[src/mtiu_pkg.sv]
// Shared types and codes of the machine trap and timer interrupt unit.
package mtiu_pkg;

	localparam int XLEN      = 64;
	localparam int TIME_W    = 32;
	localparam int CFG_IDX_W = 1;

	// event codes
	localparam logic [2:0] ACT_TICK  = 3'd0;
	localparam logic [2:0] ACT_EXC   = 3'd1;
	localparam logic [2:0] ACT_MRET  = 3'd2;
	localparam logic [2:0] ACT_WFI   = 3'd3;
	localparam logic [2:0] ACT_MATCH = 3'd4;

	// result status codes
	localparam logic [1:0] ST_RUN   = 2'd0;
	localparam logic [1:0] ST_SLEEP = 2'd1;
	localparam logic [1:0] ST_TRAP  = 2'd2;
	localparam logic [1:0] ST_HALT  = 2'd3;

	// configuration register indexes
	localparam logic [CFG_IDX_W-1:0] REG_TRAP_VECTOR = 1'b0;
	localparam logic [CFG_IDX_W-1:0] REG_TIMER_IRQ_EN = 1'b1;

	localparam logic [3:0]      CAUSE_ILLEGAL   = 4'd2;
	localparam logic [3:0]      CAUSE_LOAD_ACC  = 4'd5;
	localparam logic [3:0]      CAUSE_STORE_ACC = 4'd7;
	localparam logic [XLEN-1:0] TIMER_CAUSE     = 64'h0000_0000_8000_0007;
	localparam logic [1:0]      PRIV_M          = 2'd3;
	localparam logic [XLEN-1:0] INSN_BYTES      = 64'd4;

	typedef struct packed {
		logic [2:0]        action;
		logic [TIME_W-1:0] elapsed;
		logic [3:0]        cause_code;
		logic [XLEN-1:0]   fault_value;
		logic [XLEN-1:0]   current_pc;
		logic [XLEN-1:0]   match_value;
	} evt_t;

	typedef struct packed {
		logic [1:0]      status;
		logic [XLEN-1:0] next_pc;
		logic            irq_pending;
		logic [1:0]      priv_level;
	} res_t;

endpackage

[src/machine_trap_interrupt_unit_core.sv]
// Top level of the machine trap and timer interrupt unit: event and result registers.
// Each event item is registered, evaluated against the trap CSRs and timer state, and its
// result lands in an output register: one event per clock is sustained unless evt_stall.
// The event register loads on acceptance, and the result register loads from it once the
// output is free, so res_valid rises as the result register loads. The output
// register lets the next event be evaluated as the current result is taken; evt_stall
// rises only while a result is held by res_stall and another event already waits in the
// event register.
// Configuration writes are always ready and take effect on the next cycle; write them
// only while no event is in flight.
module machine_trap_interrupt_unit_core (
	input  logic                                clk,
	input  logic                                arst_n,
	input  logic                                evt_valid,
	output logic                                evt_stall,
	input  mtiu_pkg::evt_t                      evt,
	output logic                                res_valid,
	input  logic                                res_stall,
	output mtiu_pkg::res_t                      res,
	input  logic                                cfg_valid,
	output logic                                cfg_ready,
	input  logic [mtiu_pkg::CFG_IDX_W-1:0]      cfg_index,
	input  logic [mtiu_pkg::XLEN-1:0]           cfg_data
);
	import mtiu_pkg::*;

	evt_t evt_s1;
	logic vld_s1;
	res_t res_d;
	res_t res_q;
	logic res_vld_q;
	logic out_free;
	logic fire;
	logic evt_take;

	assign out_free  = !res_vld_q || !res_stall;
	assign fire      = vld_s1 && out_free;
	assign evt_stall = vld_s1 && !out_free;
	assign evt_take  = evt_valid && !evt_stall;
	assign cfg_ready = 1'b1;

	mtiu_trap_ctrl u_ctrl (
		.clk       (clk),
		.arst_n    (arst_n),
		.fire      (fire),
		.evt       (evt_s1),
		.res       (res_d),
		.cfg_we    (cfg_valid && cfg_ready),
		.cfg_index (cfg_index),
		.cfg_data  (cfg_data)
	);

	always_ff @(posedge clk or negedge arst_n) begin
		if (!arst_n) begin
			vld_s1    <= 1'b0;
			res_vld_q <= 1'b0;
		end else begin
			if (evt_take)
				vld_s1 <= 1'b1;
			else if (fire)
				vld_s1 <= 1'b0;
			if (fire)
				res_vld_q <= 1'b1;
			else if (out_free)
				res_vld_q <= 1'b0;
		end
	end

	// payload registers: event on accept, result on fire, hold otherwise
	always_ff @(posedge clk) begin
		if (evt_take)
			evt_s1 <= evt;
		if (fire)
			res_q <= res_d;
	end

	assign res_valid = res_vld_q;
	assign res       = res_q;

endmodule

[src/mtiu_trap_ctrl.sv]
// Trap CSRs, timer state and the per-event update logic.
module mtiu_trap_ctrl (
	input  logic                                clk,
	input  logic                                arst_n,
	input  logic                                fire,
	input  mtiu_pkg::evt_t                      evt,
	output mtiu_pkg::res_t                      res,
	input  logic                                cfg_we,
	input  logic [mtiu_pkg::CFG_IDX_W-1:0]      cfg_index,
	input  logic [mtiu_pkg::XLEN-1:0]           cfg_data
);
	import mtiu_pkg::*;

	logic [XLEN-1:0]   tvec_q;
	logic              irq_en_q;
	logic [TIME_W-1:0] time_q, time_d;
	logic [XLEN-1:0]   match_q, match_d;
	logic              pend_q, pend_d;
	logic              wait_q, wait_d;
	logic              mie_q, mie_d;
	logic              mpie_q, mpie_d;
	logic [1:0]        mpp_q, mpp_d;
	logic [1:0]        priv_q, priv_d;
	logic [XLEN-1:0]   mepc_q, mepc_d;
	logic [XLEN-1:0]   mcause_q, mcause_d;
	logic [XLEN-1:0]   mtval_q, mtval_d;

	logic [TIME_W-1:0] time_sum;
	logic              pend_hit;
	logic              take_trap;
	logic [XLEN-1:0]   trap_cause;
	logic [XLEN-1:0]   trap_val;
	logic [1:0]        st;
	logic [XLEN-1:0]   npc;

	assign time_sum = time_q + evt.elapsed;
	assign pend_hit = {{(XLEN-TIME_W){1'b0}}, time_sum} > match_q;

	always_comb begin
		time_d     = time_q;
		match_d    = match_q;
		pend_d     = pend_q;
		wait_d     = wait_q;
		mie_d      = mie_q;
		mpie_d     = mpie_q;
		mpp_d      = mpp_q;
		priv_d     = priv_q;
		mepc_d     = mepc_q;
		mcause_d   = mcause_q;
		mtval_d    = mtval_q;
		take_trap  = 1'b0;
		trap_cause = TIMER_CAUSE;
		trap_val   = '0;
		st         = ST_RUN;
		npc        = evt.current_pc;
		case (evt.action)
			ACT_TICK: begin
				time_d = time_sum;
				pend_d = pend_hit;
				if (pend_hit) begin
					wait_d = 1'b0;
				end
				if (wait_q && !pend_hit) begin
					st = ST_SLEEP;
				end else if (pend_hit && irq_en_q && mie_q) begin
					take_trap = 1'b1;
				end
			end
			ACT_EXC: begin
				if (evt.cause_code == CAUSE_ILLEGAL) begin
					st = ST_HALT;
				end else begin
					take_trap  = 1'b1;
					trap_cause = {{(XLEN-4){1'b0}}, evt.cause_code};
					// causes from load access fault to store access fault (5 to 7) report the faulting address
					if (evt.cause_code >= CAUSE_LOAD_ACC && evt.cause_code <= CAUSE_STORE_ACC)
						trap_val = evt.fault_value;
					else
						trap_val = evt.current_pc;
				end
			end
			ACT_MRET: begin
				mie_d  = mpie_q;
				mpie_d = 1'b1;
				mpp_d  = priv_q;
				priv_d = mpp_q;
				npc    = mepc_q;
			end
			ACT_WFI: begin
				mie_d  = 1'b1;
				wait_d = 1'b1;
				st     = ST_SLEEP;
				npc    = evt.current_pc + INSN_BYTES;
			end
			ACT_MATCH: begin
				match_d = evt.match_value;
			end
			default: begin
			end
		endcase
		if (take_trap) begin
			mcause_d = trap_cause;
			mtval_d  = trap_val;
			mepc_d   = evt.current_pc;
			mpie_d   = mie_q;
			mie_d    = 1'b0;
			mpp_d    = priv_q;
			priv_d   = PRIV_M;
			wait_d   = 1'b0;
			st       = ST_TRAP;
			npc      = tvec_q;
		end
	end

	assign res.status      = st;
	assign res.next_pc     = npc;
	assign res.irq_pending = pend_d;
	assign res.priv_level  = priv_d;

	always_ff @(posedge clk or negedge arst_n) begin
		if (!arst_n) begin
			tvec_q   <= '0;
			irq_en_q <= 1'b0;
		end else if (cfg_we) begin
			case (cfg_index)
				REG_TRAP_VECTOR:  tvec_q   <= cfg_data;
				REG_TIMER_IRQ_EN: irq_en_q <= cfg_data[0];
				default: begin
				end
			endcase
		end
	end

	always_ff @(posedge clk or negedge arst_n) begin
		if (!arst_n) begin
			time_q   <= '0;
			match_q  <= '0;
			pend_q   <= 1'b0;
			wait_q   <= 1'b0;
			mie_q    <= 1'b0;
			mpie_q   <= 1'b0;
			mpp_q    <= 2'd0;
			priv_q   <= PRIV_M;
			mepc_q   <= '0;
			mcause_q <= '0;
			mtval_q  <= '0;
		end else if (fire) begin
			time_q   <= time_d;
			match_q  <= match_d;
			pend_q   <= pend_d;
			wait_q   <= wait_d;
			mie_q    <= mie_d;
			mpie_q   <= mpie_d;
			mpp_q    <= mpp_d;
			priv_q   <= priv_d;
			mepc_q   <= mepc_d;
			mcause_q <= mcause_d;
			mtval_q  <= mtval_d;
		end
	end

`ifndef SYNTHESIS
	a_trap_enters_m: assert property (@(posedge clk) disable iff (!arst_n)
		fire && res.status == ST_TRAP |=> priv_q == PRIV_M && !mie_q && !wait_q)
		else $error("trap entry did not switch to machine mode with MIE clear");

	a_exc_cause: assert property (@(posedge clk) disable iff (!arst_n)
		fire && evt.action == ACT_EXC && evt.cause_code != CAUSE_ILLEGAL
		|=> mcause_q == {{(XLEN-4){1'b0}}, $past(evt.cause_code)}
		&& mepc_q == $past(evt.current_pc))
		else $error("exception entry recorded wrong mcause or mepc");

	a_timer_irq_tval: assert property (@(posedge clk) disable iff (!arst_n)
		fire && evt.action == ACT_TICK && res.status == ST_TRAP
		|=> mcause_q == TIMER_CAUSE && mtval_q == '0)
		else $error("timer interrupt entry recorded wrong mcause or mtval");

	a_halt_keeps_state: assert property (@(posedge clk) disable iff (!arst_n)
		fire && res.status == ST_HALT
		|=> $stable(mepc_q) && $stable(priv_q) && $stable(mie_q) && $stable(mcause_q))
		else $error("halting exception changed trap state");
`endif

endmodule
[config.mk]
export PLATFORM = sky130hd
export DESIGN_NAME = machine_trap_interrupt_unit_core
export DESIGN_NICKNAME = d
export VERILOG_FILES = /design/src/mtiu_pkg.sv /design/src/machine_trap_interrupt_unit_core.sv /design/src/mtiu_trap_ctrl.sv
export SDC_FILE = /design/constraint.sdc
export NUM_CORES = 1
export LEC_CHECK = 0
export BUFFER_PORTS_ARGS = -buffer_cell sky130_fd_sc_hd__buf_2
export CORE_MARGIN = 5
export CORE_UTILIZATION = 50
export DETAILED_ROUTE_END_ITERATION = 7
export PLACE_DENSITY = 0.8
export SETUP_SLACK_MARGIN = 0.2
export SLEW_MARGIN = 20
export SYNTH_ARGS = -nofsm -noshare
export SYNTH_HDL_FRONTEND = slang
export SYNTH_SLANG_ARGS = --single-unit
export TNS_END_PERCENT = 10
[constraint.sdc]
create_clock -name clk -period 11.2 [get_ports clk]
set_clock_uncertainty 0.2 [all_clocks]
set_input_delay 2.8 -clock clk [delete_from_list [all_inputs] [get_ports clk]]
set_output_delay 2.8 -clock clk [all_outputs]
set_load 0.01 [all_outputs]
==> reports/metrics.csv, run 1 <==
stage,metric,value,unit
drt,Via Count,14320,
power_and_ir_drop,clock network fraction of total power,30.9,%
layout,Area Growth Syn to Fin,17.40,%
setup_path,Worst setup SP type,flop,
clock_network,"Reg clk slew, reported paths",0.06,ns
clock_network,total CTS buffers,50,
clock_network,PostCTS Resize Cnt,0,
synth,"Seq/Total Area, Yosys",60.33,%
power_and_ir_drop,Psw,1.600,mW
placed_design,gpl congestion,0.8731,
clock_network,H-Tree Depth,2,
global_routing,first-pass GRT wire length,80.29,mm
drt,drt first pass iters,5,
sta,min Tclk post-route,6.938,ns
die,row cnt,76,
clock_network,CTS tree,yes,
setup_path,Crit. End Element,flop,
sta,relative slew slack,27.97,%
synth,post-synthesis mux area share,15.68,%
placed_design,IO buf count,307,
global_routing,number of global-route vias before repair,15000,
power_and_ir_drop,total power draw,5.383,mW
drt,post-DR vias/cell,5.740,
die,die area,47250,um^2
sta,Worst Hold Slack,0.2738,ns
synth,Synth Area in Compound Gates,9.405,%
run,max cap viols,0,
power_and_ir_drop,maximum vdd drop,0.1352,mV
die,I/O pin cnt,373,
clock_network,Worst-Skew Late Latency,0.59,ns
sta,unrepaired setup endpoints after global routing,false,
synth,post-synthesis async set-or-reset flop share,49.89,%
clock_network,clk buf depth,3,
synth,Synth Area in XOR/XNOR,1.018,%
setup_path,Register-to-Register Setup Slack,4.26,ns
synth,Syn Std Cell Area,21500,um^2
layout,layout cell share with drive strength beyond 1,35.96,%
synth,Yosys reg bits,471,
global_routing,GRT Util Overall,21.17,%
die,chip height,217.4,um
setup_path,crit path max fanout,43,
run_status,outcome,"complete, no violations",
power_and_ir_drop,switching share of power,29.72,%
layout,most frequent cells in the layout,"306 x buf_2, 253 x mux2_2, 236 x edfxtp_1",
drt,DRT antenna net count,0,
global_routing,initial antenna violation count,11,
synth,Mapped Nets,1963,
power_and_ir_drop,power density cells,213.3,nW/um^2
synth,Synth Area per Inst,13.46,um^2
synth,post-synthesis cell count,1597,
layout,"most common cell after layout, fill and taps aside",buf_2,
hold_path,worst hold path class,flop to flop,
setup_path,Worst Path Required,11.46,ns
clock_network,post-CTS setup buffer count,0,
power_and_ir_drop,Reg power frac,43.0,%
power_and_ir_drop,internal power,3.784,mW
drt,drt initial violations,1053,
drt,DRC viols,0,
die,CORE AREA,42790,um^2
clock_network,clk root buf,clkbuf_16,
setup_path,WS Path Type,flop to flop,
synth,yosys warns,0,
global_routing,GRT overflow,0,
die,starting density of the core,50.24,%
placed_design,hpwl dp,34.51,mm
layout,nets@finish,2267,
synth,Unique masters post-synth,76,
clock_network,CTS Hold Bufs,0,
sta,Final setup violation count,0,
sta,setup TNS,0,ns
synth,Post-synth EDFFs,236,
die,Die Width,217.4,um
synth,largest family of logic cells by synthesized area,multiplexers,
global_routing,largest net degree at the start of global routing,95,
drt,final wirelength,51.36,mm
sta,Max Clk Rate,144.1,MHz
sta,endpoints failing hold,0,
sta,Worst Tran Pin Value,1.077,ns
drt,wire per inst,20.58,um
sta,Max Slew Vio Count,0,
synth,area share of and/or/nand/nor cells after synthesis,7.292,%
clock_network,CTS sink cnt,471,
synth,ys flop type,edfxtp_1,
synth,adder-cell area share of the yosys netlist,3.818,%
setup_path,CP arrival,7.19,ns
power_and_ir_drop,Leak,10.57,nW
sta,Tcrit/Tclk final,61.94,%
power_and_ir_drop,Comb power frac,26.1,%
flip-flops by register name, summed over array words and instances, names as in the netlist, 2 cells and up:
name / count
u_ctrl.match_q: 64
u_ctrl.time_q: 32
evt_s1: 167
u_ctrl.tvec_q: 64
res: 69
u_ctrl.mepc_q: 64
u_ctrl.mpp_q: 2
u_ctrl.priv_q: 2
power groups by stage:
stage | combinational (mW) | clock (mW) | sequential [mW]
after global placement | 1.33 | 0 | 2.32
final | 1.40 | 1.66 | 2.32
after floorplan | 1.03 | 0 | 2.31
after global routing | 1.57 | 1.78 | 2.35
after detailed placement | 1.39 | 0 | 2.34
after CTS | 1.41 | 1.71 | 2.31
per-stage QoR:
stage / cell area (um^2) / instances / worst slack [ns] / utilization, %
floorplan: 21500 / 1597 / 3.726 / -
global placement: 23570 / 2395 / 4.379 / 55.07
detailed placement: 23570 / 2395 / 4.324 / 55.07
CTS: 25220 / 2487 / 4.205 / 58.94
global route: 25230 / 2493 / 3.693 / 58.97
finish: 25240 / 2495 / 4.262 / 58.98
cell type report:
type / instances / area, um^2
diodes: 8 / 20.02
clock buffers: 65 / 1349
clock inverters: 27 / 304.0
fillers: 3319 / 17550
inverters: 52 / 195.2
multi-input cells: 1005 / 8066
flip-flops and latches: 471 / 12970
well taps: 546 / 683.2
repair buffers: 321 / 1652
cells by family after synthesis:
group,after synthesis
buffers and inverters,121
other,1
DFF,471
and+or+nand+nor,294
AOI/OAI and AO/OA,319
xor gates and xnor gates,25
muxes,301
adders and majority gates,65
cell usage after synthesis, drive strengths merged (6+ instances only):
master	count	area share, %
a21o	23	0.80
a21oi	89	2.1
a22oi	20	0.70
a31o	6	0.24
a31oi	15	0.44
and3	19	0.55
and4	13	0.53
buf	20	0.68
clkbuf	49	0.86
dfrtp	233	27
edfxtp	236	33
ha	64	3.7
inv	52	0.91
mux2	286	15
mux2i	15	0.70
nand2	68	1.2
nand2b	10	0.29
nand3	46	1.1
nand4	24	0.80
nor2	63	1.1
nor2b	9	0.26
nor3	17	0.52
nor4	13	0.45
o21a	9	0.31
o21ai	74	1.7
o22ai	42	1.2
o31ai	7	0.29
xnor2	20	0.81
layer usage:
layer  vias to the layer above  track usage (%)  share of wire (%)
li1                       6654                -                  -
met1                      7042            28.11                 42
met2                       513            34.79                 49
met3                       105            4.173                6.5
met4                         8            8.068                3.2
met5                         -                0               0.11
final timing paths:
path / start / end / depth (start not counted)
setup / recovery: evt_s1[196] / u_ctrl.mepc_q[50] / 20
hold / removal: evt_s1[35] / u_ctrl.match_q[35] / 1
setup reg to reg: evt_s1[196] / u_ctrl.mepc_q[50] / 20
hold reg to reg: evt_s1[35] / u_ctrl.match_q[35] / 1
max in group asynchronous: arst_n / u_ctrl.match_q[44] / 2
min in group asynchronous: arst_n / u_ctrl.tvec_q[50] / 1
worst max-delay path, cell delays in order (launching register included):
cell and delay [ns]:
edfxtp_1 0.36, ha_1 0.24, inv_1 0.08, fa_1 0.20
nor2b_1 0.07, o31a_1 0.29, o311ai_2 0.24, nand4_1 0.28
o31ai_2 0.31, a31oi_1 0.23, a221oi_2 0.34, xnor2_1 0.14
ha_1 0.31, nand4_1 0.19, nor4_1 0.79, nand3_1 0.15
o21ai_0 0.33, a211oi_2 0.18, o21ai_4 0.74, buf_4 0.67
mux2_2 0.41
(Power assumes the default switching activity.)
==> run 2, diff against run 1 <==
- clock period: 11.2 -> 6.5 ns (I/O delays scaled with it)
==> reports/metrics.csv, run 2 (synthesis gave the netlist of run 1 again) <==
stage,metric,value,unit
placed_design,hpwl dp,34.40,mm
sta,min Tclk post-route,5.761,ns
clock_network,"Reg clk slew, reported paths",0.06,ns
run_status,outcome,"complete, no violations",
clock_network,CTS Hold Bufs,0,
die,I/O pin cnt,373,
setup_path,Register-to-Register Setup Slack,0.74,ns
power_and_ir_drop,Comb power frac,26.3,%
layout,max reg flops,167,
setup_path,CP Cell Sequence,"ha_1, inv_1, fa_1, nor2b_1, o31a_1, o311ai_2, nand4_1, o31ai_2, a31oi_1, a221oi_2, xnor2_1, ha_1, nand4_1, nor4_1, buf_4, o41ai_2, a211oi_2, nor2_4, buf_12, mux2_1",
power_and_ir_drop,Reg power frac,43.2,%
drt,post-DR vias/cell,5.730,
sta,endpoints failing hold,0,
layout,layout cell share with drive strength beyond 1,35.86,%
global_routing,first-pass GRT wire length,80.26,mm
global_routing,GRT Util Overall,21.25,%
sta,setup TNS,0,ns
drt,wire per inst,20.31,um
setup_path,Crit. End Element,flop,
clock_network,clk buf depth,3,
setup_path,crit path buf inv count,3,
hold_path,hold depth,2,
placed_design,IO buf count,307,
setup_path,critical path depth,20,
setup_path,CP arrival,5.90,ns
power_and_ir_drop,power density cells,364.3,nW/um^2
sta,Max Slew Vio Count,0,
power_and_ir_drop,clock network fraction of total power,30.5,%
power_and_ir_drop,switching share of power,29.62,%
drt,drt initial violations,1350,
setup_path,"Slowest-stage cell, CP",a211oi_2,
sta,Max Clk Rate,173.6,MHz
layout,fillcell total,3317,
setup_path,crit-path max cell delay,0.67,ns
placed_design,Area after DPL,23630,um^2
power_and_ir_drop,maximum vdd drop,0.2095,mV
sta,unrepaired setup endpoints after global routing,false,
drt,drt first pass iters,7,
setup_path,Worst Path Required,6.64,ns
clock_network,clk root buf,clkbuf_16,
clock_network,PostCTS Resize Cnt,0,
power_and_ir_drop,Leak,10.58,nW
global_routing,number of global-route vias before repair,14910,
drt,final wirelength,50.76,mm
clock_network,CTS tree,yes,
global_routing,initial antenna violation count,16,
run,max cap viols,0,
clock_network,Worst-Skew Late Latency,0.60,ns
setup_path,crit path max fanout,50,
layout,Largest Register,evt_s1,
clock_network,CTS sink cnt,471,
sta,Worst Tran Pin Value,1.078,ns
placed_design,gpl congestion,0.8476,
layout,most frequent cells in the layout,"306 x buf_2, 253 x mux2_2, 236 x edfxtp_1",
global_routing,GRT overflow,0,
power_and_ir_drop,internal power,6.485,mW
sta,Worst Hold Slack,0.2724,ns
drt,DRC viols,0,
drt,DRT antenna net count,0,
layout,"most common cell after layout, fill and taps aside",buf_2,
hold_path,worst hold path class,flop to flop,
setup_path,Worst setup SP type,flop,
power_and_ir_drop,Psw,2.730,mW
drt,Via Count,14320,
die,starting density of the core,50.24,%
sta,relative slew slack,27.89,%
global_routing,largest net degree at the start of global routing,122,
clock_network,H-Tree Depth,2,
sta,Final setup violation count,0,
layout,nets@finish,2269,
layout,Area Growth Syn to Fin,17.65,%
die,row cnt,76,
power_and_ir_drop,total power draw,9.215,mW
sta,Tcrit/Tclk final,88.63,%
die,CORE AREA,42790,um^2
setup_path,WS Path Type,flop to flop,
clock_network,total CTS buffers,48,
die,Die Width,217.4,um
setup_path,"delay-heaviest family, CP",compound AO/OA/AOI/OAI gates,
die,die area,47250,um^2
clock_network,post-CTS setup buffer count,0,
die,chip height,217.4,um
setup_path,Worst Reg-to-Reg Cells,20,
layout,post-route design area,25290,um^2
[run 2: changes by cell type in the layout (fill, tap and decap cells not counted)]
| cell | change |
|---|---|
| clkbuf_8 | +4 |
| buf_16 | +1 |
| diode_2 | +4 |
| clkinv_1 | +3 |
| clkinv_8 | +1 |
| clkinv_2 | -6 |
| clkinv_4 | -2 |
| buf_12 | +3 |
| clkbuf_1 | -1 |
| clkbuf_16 | -3 |
[run 2: path summary, 6_finish.rpt]
kind | endpoint | from
max reg2reg | res[66] | evt_s1[196]
min reg2reg | u_ctrl.pend_q | u_ctrl.pend_q
min in group asynchronous | u_ctrl.tvec_q[49] | arst_n
max in group asynchronous | u_ctrl.match_q[45] | arst_n
min | u_ctrl.pend_q | u_ctrl.pend_q
max | res[66] | evt_s1[196]
[run 2: layer usage]
layer	global-route usage (%)	share of wire (%)	wire length (um)
met1	28.49	42	21170
met2	34.28	48	24610
met3	4.799	6.5	3278
met4	7.858	3.3	1659
met5	0	0.095	48
[run 2: cell type report]
type	count	area (um^2)	share of cell area (%)
clock buffers	65	1325	5.239
multi-input cells	1005	8066	31.89
clock inverters	23	284.0	1.123
flip-flops and latches	471	12970	51.28
diodes	12	30.03	0.1187
repair buffers	325	1739	6.876
inverters	52	195.2	0.7717
well taps	546	683.2	2.701
[run 2: metrics by stage]
step | setup slack, ns | util (%) | std cells
finish | 0.7389 | 59.11 | 2499
global route | 0.4240 | 59.10 | 2498
CTS | 0.7712 | 58.97 | 2486
detailed placement | 0.8026 | 55.21 | 2398
global placement | 0.9465 | 55.21 | 2398
floorplan | 0.2014 | - | 1597
[run 2: power by group through the flow]
| stage | combinational (mW) | clock [mW] | sequential, mW |
|---|---|---|---|
| after floorplan | 1.77 | 0 | 3.98 |
| after global placement | 2.28 | 0 | 4.00 |
| after detailed placement | 2.39 | 0 | 4.03 |
| after CTS | 2.42 | 2.89 | 3.98 |
| after global routing | 2.70 | 3.02 | 4.04 |
| final | 2.42 | 2.81 | 3.98 |
[run 2: worst min-delay path, cell delays in order (launching register included)]
cell	delay, ns
dfrtp_1	0.34
nand2_1	0.05
nand2_1	0.05
==> run 3, diff against run 2 <==
- REMOVE_ABC_BUFFERS: default -> 1
==> reports/metrics.csv, run 3 (synthesis gave the netlist of run 1 again) <==
stage,metric,value,unit
sta,Worst Hold Slack,0.2727,ns
power_and_ir_drop,Leak,10.68,nW
power_and_ir_drop,Psw,2.745,mW
setup_path,WS Path Type,flop to flop,
clock_network,clk buf depth,3,
clock_network,H-Tree Depth,2,
global_routing,initial antenna violation count,16,
placed_design,placed cell count,2401,
setup_path,Worst Reg-to-Reg Cells,22,
layout,nets@finish,2273,
drt,DRC viols,0,
power_and_ir_drop,clock network fraction of total power,32.5,%
drt,drt first pass iters,6,
placed_design,IO buf count,307,
layout,"most common cell after layout, fill and taps aside",buf_2,
layout,layout cell share with drive strength beyond 1,35.86,%
layout,Largest Register,evt_s1,
global_routing,global-route met3 utilization,4.479,%
global_routing,GRT Util Overall,21.85,%
drt,final wirelength,52.02,mm
layout,most frequent cells in the layout,"306 x buf_2, 253 x mux2_2, 236 x edfxtp_1",
die,chip height,217.4,um
setup_path,crit-path max cell delay,0.39,ns
run_status,outcome,"complete, no violations",
sta,Worst Tran Pin Value,1.063,ns
power_and_ir_drop,internal power,6.757,mW
sta,relative slew slack,28.88,%
drt,drt initial violations,1192,
power_and_ir_drop,total power draw,9.502,mW
power_and_ir_drop,power density cells,372.8,nW/um^2
sta,unrepaired setup endpoints after global routing,false,
global_routing,first-pass GRT wire length,82.34,mm
clock_network,PostCTS Resize Cnt,0,
layout,post-route design area,25490,um^2
run,max cap viols,0,
drt,DRT antenna net count,0,
clock_network,"Reg clk slew, reported paths",0.06,ns
die,CORE AREA,42790,um^2
clock_network,clk root buf,clkbuf_16,
setup_path,crit path max fanout,39,
sta,fin worst setup slack,0.7248,ns
layout,Area Growth Syn to Fin,18.56,%
sta,Max Clk Rate,173.2,MHz
layout,max reg flops,167,
clock_network,post-CTS setup buffer count,0,
placed_design,DP Worst Slack,0.7338,ns
layout,Final Non-Filler Cells,2504,
hold_path,worst hold path class,flop to flop,
die,row cnt,76,
drt,Via Count,14470,
die,die area,47250,um^2
placed_design,gpl congestion,0.8696,
clock_network,CTS tree,yes,
power_and_ir_drop,Comb power frac,25.6,%
placed_design,Area after DPL,23680,um^2
setup_path,"Slowest-stage cell, CP",mux2_2,
global_routing,GRT overflow,0,
global_routing,largest net degree at the start of global routing,104,
sta,setup TNS,0,ns
drt,wire per inst,20.78,um
clock_network,CTS Hold Bufs,0,
sta,min Tclk post-route,5.775,ns
hold_path,hold depth,1,
setup_path,CP arrival,5.90,ns
setup_path,"delay-heaviest family, CP",compound AO/OA/AOI/OAI gates,
clock_network,CTS sink cnt,471,
clock_network,total CTS buffers,50,
setup_path,crit path buf inv count,4,
sta,Final setup violation count,0,
sta,Max Slew Vio Count,0,
global_routing,met2 Usage GRT,36.27,%
global_routing,routing usage on met1,28.67,%
power_and_ir_drop,maximum vdd drop,0.3073,mV
power_and_ir_drop,Reg power frac,42.0,%
die,Die Width,217.4,um
sta,Tcrit/Tclk final,88.85,%
die,starting density of the core,50.24,%
global_routing,grt peak-use layer,met2,
sta,endpoints failing hold,0,
placed_design,hpwl dp,35.12,mm
clock_network,Worst-Skew Late Latency,0.58,ns
power_and_ir_drop,switching share of power,28.89,%
setup_path,Worst Path Required,6.63,ns
die,I/O pin cnt,373,
layout,Final Util,59.57,%
layout,fillcell total,3291,
setup_path,Worst setup SP type,flop,
setup_path,critical path depth,22,
drt,post-DR vias/cell,5.777,
setup_path,CP Cell Sequence,"ha_1, inv_1, fa_1, nor2b_1, o31a_1, o311ai_2, nand4_1, o31ai_2, a31oi_1, a221oi_2, xnor2_1, ha_1, nand4_1, nor4_1, buf_4, nand3_1, o21ai_0, buf_4, a211oi_2, nor2_4, buf_12, mux2_2",
setup_path,Crit. End Element,flop,
global_routing,number of global-route vias before repair,15110,
[run 3: area by class of cell]
class / instances / area [um^2] / area share, %
sequential: 471 / 12970 / 50.88
inverter: 52 / 195.2 / 0.7657
timing repair buffer: 327 / 1759 / 6.901
tap: 546 / 683.2 / 2.680
antenna: 9 / 22.52 / 0.08835
clock inverter: 20 / 376.6 / 1.477
clock buffer: 74 / 1413 / 5.542
multi-input combinational: 1005 / 8071 / 31.66
[run 3: metal layers]
metal / part of all wire, % / vias to the layer above
li1: - / 6677
met1: 41 / 7202
met2: 49 / 466
met3: 6.3 / 111
met4: 2.9 / 10
met5: 0.19 / -
[run 3: final timing paths]
kind,to,from,slack (ns)
max reg2reg,res[7],evt_s1[196],0.72
min in group asynchronous,u_ctrl.tvec_q[54],arst_n,0.83
max in group asynchronous,u_ctrl.match_q[43],arst_n,4.04
max,res[7],evt_s1[196],0.72
min reg2reg,u_ctrl.match_q[44],evt_s1[44],0.27
min,u_ctrl.match_q[44],evt_s1[44],0.27
[run 3: power by group through the flow]
| stage | logic, mW | clock network (mW) | registers, mW |
|---|---|---|---|
| 6_report | 2.43 | 3.08 | 3.99 |
| 5_1_grt | 2.73 | 3.30 | 4.05 |
| 4_1_cts | 2.44 | 3.15 | 3.98 |
| 3_5_place_dp | 2.39 | 0 | 4.04 |
| 3_3_place_gp | 2.29 | 0 | 3.99 |
| 2_1_floorplan | 1.76 | 0 | 3.98 |
